## config.mk

```make
export PLATFORM = sky130hd
export DESIGN_NAME = tlbat_ctrl
export DESIGN_NICKNAME = d
export VERILOG_FILES = /design/src/sv/tlbat_pkg.sv /design/src/sv/tlbat_ctrl.sv
export SDC_FILE = /design/constraint.sdc
export NUM_CORES = 1
export LEC_CHECK = 0
export ABC_CLOCK_PERIOD_IN_PS = 1550
export BUFFER_PORTS_ARGS = -buffer_cell sky130_fd_sc_hd__buf_4
export CAP_MARGIN = 20
export CORE_AREA = 2 2 39 41
export CTS_BUF_LIST = sky130_fd_sc_hd__clkbuf_8
export DETAILED_ROUTE_END_ITERATION = 7
export DIE_AREA = 0 0 41 43
export PLACE_DENSITY = 0.4
export SLEW_MARGIN = 10
export SYNTH_ARGS = -nofsm -noshare
export SYNTH_HDL_FRONTEND = slang
export SYNTH_SLANG_ARGS = --single-unit
```

## constraint.sdc

```tcl
create_clock -name clk -period 1.55 [get_ports clk]
set_input_delay 0.3875 -clock clk [delete_from_list [all_inputs] [get_ports clk]]
set_output_delay 0.3875 -clock clk [all_outputs]
set_load 0.005 [all_outputs]
```

## src/sv/tlbat_pkg.sv

```systemverilog
// Package with the types, codes and helper functions of the address translator.
`timescale 1ns / 1ps
package tlbat_pkg;

	localparam int TABLE_DEPTH = 256;
	localparam int ADDR_W = $clog2(TABLE_DEPTH);
	localparam int CNT_W = ADDR_W + 1;
	localparam int ENTRY_W = 52;

	localparam logic [2:0] OP_INSERT = 3'd0;
	localparam logic [2:0] OP_FLUSH = 3'd1;
	localparam logic [2:0] OP_READ = 3'd2;
	localparam logic [2:0] OP_WRITE = 3'd3;
	localparam logic [2:0] OP_SQ = 3'd4;

	localparam logic [1:0] STAT_OK = 2'd0;
	localparam logic [1:0] STAT_MISALIGN = 2'd1;
	localparam logic [1:0] STAT_MISS = 2'd2;
	localparam logic [1:0] STAT_FULL = 2'd3;

	localparam logic [1:0] SZ_1K = 2'd0;
	localparam logic [1:0] SZ_4K = 2'd1;
	localparam logic [1:0] SZ_64K = 2'd2;
	localparam logic [1:0] SZ_1M = 2'd3;

	localparam logic [5:0] AREA_MASK = 6'h3F;
	localparam logic [5:0] AREA_SQ = 6'h38;
	localparam logic [5:0] AREA_P4 = 6'h1F;

	typedef struct packed {
		logic [21:0] vpn;
		logic [18:0] ppn;
		logic [1:0]  size;
		logic [7:0]  asid;
		logic        shared;
	} entry_t;

	typedef struct packed {
		logic accept;
		logic eval;
		logic pick;
		logic emit;
	} cmd_t;

	typedef struct packed {
		logic need_scan;
		logic scan_busy;
		logic out_free;
	} sts_t;

	function automatic logic [21:0] vpn_mask(input logic [1:0] size);
		logic [21:0] m;
		begin
			unique case (size)
				SZ_1K: m = 22'h3FFFFF;
				SZ_4K: m = 22'h3FFFFC;
				SZ_64K: m = 22'h3FFFC0;
				default: m = 22'h3FFC00;
			endcase
			return m;
		end
	endfunction

	function automatic logic entry_hits(input entry_t e, input logic [31:0] va,
			input logic [7:0] asid);
		return (e.vpn == (va[31:10] & vpn_mask(e.size))) && (e.shared || e.asid == asid);
	endfunction

	function automatic logic [31:0] entry_translate(input entry_t e, input logic [31:0] va);
		logic [31:0] m;
		logic [31:0] p;
		begin
			m = {vpn_mask(e.size), 10'b0};
			p = {3'b0, e.ppn, 10'b0};
			return (p & m) | (va & ~m);
		end
	endfunction

endpackage

```

## src/sv/tlbat_ctrl.sv

```systemverilog
// Controller state machine that sequences evaluation, table scan and result output.
`timescale 1ns / 1ps
module tlbat_ctrl (
	input  logic              clk,
	input  logic              arst_n,
	input  logic              in_valid,
	output logic              in_ready,
	input  tlbat_pkg::sts_t   sts,
	output tlbat_pkg::cmd_t   cmd
);
	typedef enum logic [2:0] {IDLE, EVAL, SCAN, PICK, EMIT} state_t;
	state_t state_q;

	always_ff @(posedge clk or negedge arst_n) begin
		if (!arst_n) begin
			state_q <= IDLE;
		end else begin
			unique case (state_q)
				IDLE: if (in_valid) state_q <= EVAL;
				EVAL: state_q <= sts.need_scan ? SCAN : EMIT;
				SCAN: if (!sts.scan_busy) state_q <= PICK;
				PICK: state_q <= EMIT;
				EMIT: if (sts.out_free) state_q <= IDLE;
				default: state_q <= IDLE;
			endcase
		end
	end

	always_comb begin
		in_ready = (state_q == IDLE);
		cmd.accept = in_ready && in_valid;
		cmd.eval = (state_q == EVAL);
		cmd.pick = (state_q == PICK);
		cmd.emit = (state_q == EMIT);
	end
endmodule

```

# After elaboration in Yosys (flattened, before gate mapping)
# Index checks and enable logic that the tools add are counted.
[classes] n_eq_ne=7 mux=5 n_reduce_logical=3
[ops] op="3-bit case mux with 5 select lines" n=1
[ops] op="3-bit 2-to-1 mux" n=4
[ops] op="3-bit by 2-bit equality test with 1-bit output (second input constant)" n=2
[ops] op="2-bit inequality test (second input constant)" n=3
[ops] op="3-bit by 1-bit equality test with 1-bit output (second input constant)" n=1
[ops] op="3-bit equality test (second input constant)" n=1
[ops] op="3-bit logical NOT" n=1
[ops] op="3-bit AND reduction" n=1
[ops] op="1-bit logical AND" n=1
[totals] regBits=3 input_bits=6 elab_cells=16

# Longest topological paths before layout
[logic_depth] ltp_word=3 depth_mapped=2 mapped_depth_nobuf=2

# Least setup slack after synthesis
# No wires, ideal clock.
[synth_path] path_kind="reg-to-output" start="register state_q[1]" end="output port cmd[3] in the netlist's numbering" t_arrival_ns=0.788 setup_slack_ns=0.375 path_stages_with_launch=3 n_path_buf=0 cell_sequence="dfrtp_1 > nor3_2 > and2_1"
[synth_rtl] element="from (decl)" line="tlbat_ctrl.sv:12" rtl="state_t state_q;"
[synth_rtl] element="from (signal assigned)" line="tlbat_ctrl.sv:20" rtl="EVAL: state_q <= sts.need_scan ? SCAN : EMIT;"
[synth_rtl] element="to (decl)" line="tlbat_ctrl.sv:9" rtl="output tlbat_pkg::cmd_t cmd"

==> flow_metrics.tcl <==
set metrics [dict create \
    synthArstFlopShare_pct 100 \
    drv_cap 0 \
    grt_first_pass_wirelength_um 710 \
    critPathLaunchType "register" \
    path_cells "nor3_4 -> and2_1 -> buf_4" \
    boundaryPins 11 \
    slew_viol_final 0 \
    syn_inst 18 \
    clock-sinks 3 \
    antenna_found_initial 0 \
    synth_edf_count 0 \
    fmax_mhz 680 \
    largest_register "state_q" \
    netlist.area_leader.share_pct 41.1 \
    syn_area_sq_um 183 \
    vias_per_cell 3.94 \
    syn-mean-instance-area_sq_um 10.1 \
    hold_slack_ps 444 \
    synth_nets 24 \
    timing_hold_violations_final 0 \
    die_w_um 41 \
    ys_types 12 \
    yosysWarningCount 0 \
    min_period_over_period_pct 94.9 \
    top_regs "state_q (3)" \
    drt_iter0_markers 6 \
    cts_tree "done" \
    clock_latency_ps 210 \
    start_util_pct 13.2 \
    fill_cells 155 \
    critical_path_required_ps 1160 \
    p_per_area_nw_per_um2 1780 \
    worst_pin_slew_ps 201 \
    drc 0 \
    peakVddDrop_v 0.000258 \
    wirelength_um 452 \
    final_nets 41 \
    cts_buffers 3 \
    finalWorstSetupSlack_ps 78.9 \
    multi_input_area_sq_um 106 \
    finalPower_w 0.000622 \
    rsz0062_at_grt "true" \
    dr.pass1.iters 2 \
    status "finished, final reports clean" \
    post-place-ws_ps 249 \
    die_area_sq_um 1760 \
    vias 197 \
    synth_area_leaders "dfrtp_1 41%, nand2b_1 14%, nor3b_2 6.8%" \
    grt_pass1_vias 191 \
    setup_violations 0 \
    layout-drive-gt1-share_pct 61.8 \
    detailed_place.area_sq_um 278 \
    cts-root-buf "clkbuf_8" \
    end_kind "output port" \
    cts_max_level 1 \
    final_area_sq_um 350 \
    seq_area_frac_synth_pct 41.1 \
    largest_register_ffs 3 \
    critical_path_peak_fanout 8 \
    dieHeight_um 43 \
    antennaDiodeCount 0 \
    slew_headroom_pct 86.5 \
    syn2layout_area_growth_pct 91.8 \
    wl_per_cell_um 9.04 \
    hp-class "primary input to register" \
    utilization_pct 25.3 \
    core_sq_um 1380 \
    cpPeakStageDelay_ps 450 \
    synth_common_cells "4 x nand2b_1, 3 x dfrtp_1, 2 x inv_1" \
    yosysTopAreaCell "dfrtp_1" \
    yosysMostFrequentCell "nand2b_1" \
    path_class "register to output port" \
    synth_flop_cell "dfrtp_1" \
    path_clk_slew_ps 30 \
    leakagePower_nw 0.168 \
    grt_overflow 0 \
    row_count 14 \
    cp_slowest_cell "dfrtp_2" \
    detail-route-antenna-nets 0 \
    cts_buffer_depth 2 \
    ys_ff_latch 3 \
    place.gp.congestion 0.540 \
    seq_area_sq_um 78.8 \
    grt_usage_pct 6.23 \
    port_buffers 10 \
    fin_crit_ps 1470 \
    grt_max_degree 10 \
    arrival_ps 1080 \
    skew_ps 4.55 \
]
==> layout make-up <==
class                   count  share of cell area [%]
repair buffers             12                    26.4
well taps                  16                    5.71
clock buffers               3                    11.8
flip-flops and latches      3                    22.5
clock inverters             1                    1.07
multi-input cells          13                    30.4
inverters                   2                    2.14
==> metrics by stage <==
step / setup TNS [ps] / std cells
2_1_floorplan: 0 / 18
3_3_place_gp: 0 / 44
3_5_place_dp: 0 / 44
4_1_cts: 0 / 49
5_1_grt: -3.99 / 50
6_report: 0 / 50
==> worst max-delay path: cells and delay by family, from the launching register on <==
family / cells / cell delay (ps)
flip-flops: 1 / 450
AND/OR/NAND/NOR: 2 / 320
buffers and inverters: 1 / 100
==> placed cells by master (no fill, tap or decap) <==
master,count
and2_1,1
and3_2,1
buf_4,11
a211oi_1,1
nor3b_2,1
nand3b_1,1
nand2b_1,4
a32o_2,1
dfrtp_2,3
inv_1,3
nor3b_1,1
dlygate4sd3_1,1
clkbuf_8,3
a21oi_1,1
nor3_4,1
==> kinds of logic (layout without fill, tap and decap cells) <==
kind of cell           Yosys count  count (layout)  synth area share (%)
AO/OA/AOI/OAI                    3               3                  13.0
buffers and inverters            2              18                  4.11
flip-flops                       3               3                  41.1
AND/OR/NAND/NOR                 10              10                  41.8
==> where the power goes <==
group	switching, W	internal [W]	total [W]	leakage [nW]
registers	0.0000651	0.000112	0.000177	0.0350
clock network	0.0000515	0.000169	0.000220	0.0269
logic	0.0000673	0.000158	0.000225	0.106
total	0.000184	0.000438	0.000622	0.168
==> layer usage <==
layer,track usage (%),part of all wire [%],up-vias
li1,-,-,96
met1,5.16,38,97
met2,10.6,58,4
met3,1.57,4.0,0
met4,6.00,0,0
met5,0,0,-
==> path summary, 6_finish.rpt <==
path                       startpoint    endpoint  slack [ps]  cells past startpoint
max in group asynchronous      arst_n  state_q[2]         940                      2
hold reg to reg            state_q[2]  state_q[1]         510                      1
hold / removal                 sts[1]  state_q[0]         440                      3
setup / recovery           state_q[0]      cmd[3]          80                      3
min in group asynchronous      arst_n  state_q[1]         500                      2
setup reg to reg           state_q[1]  state_q[2]         550                      2
==> what timing repair did <==
| action | CTS | global route |
|---|---|---|
| hold buffers | 1 | 0 |
| setup buffers | 0 | 1 |
| endpoints found under the setup margin | 0 | 1 |
| resized for setup | 0 | 4 |
| hold endpoints to repair | 3 | 0 |
(Power assumes the default switching activity.)
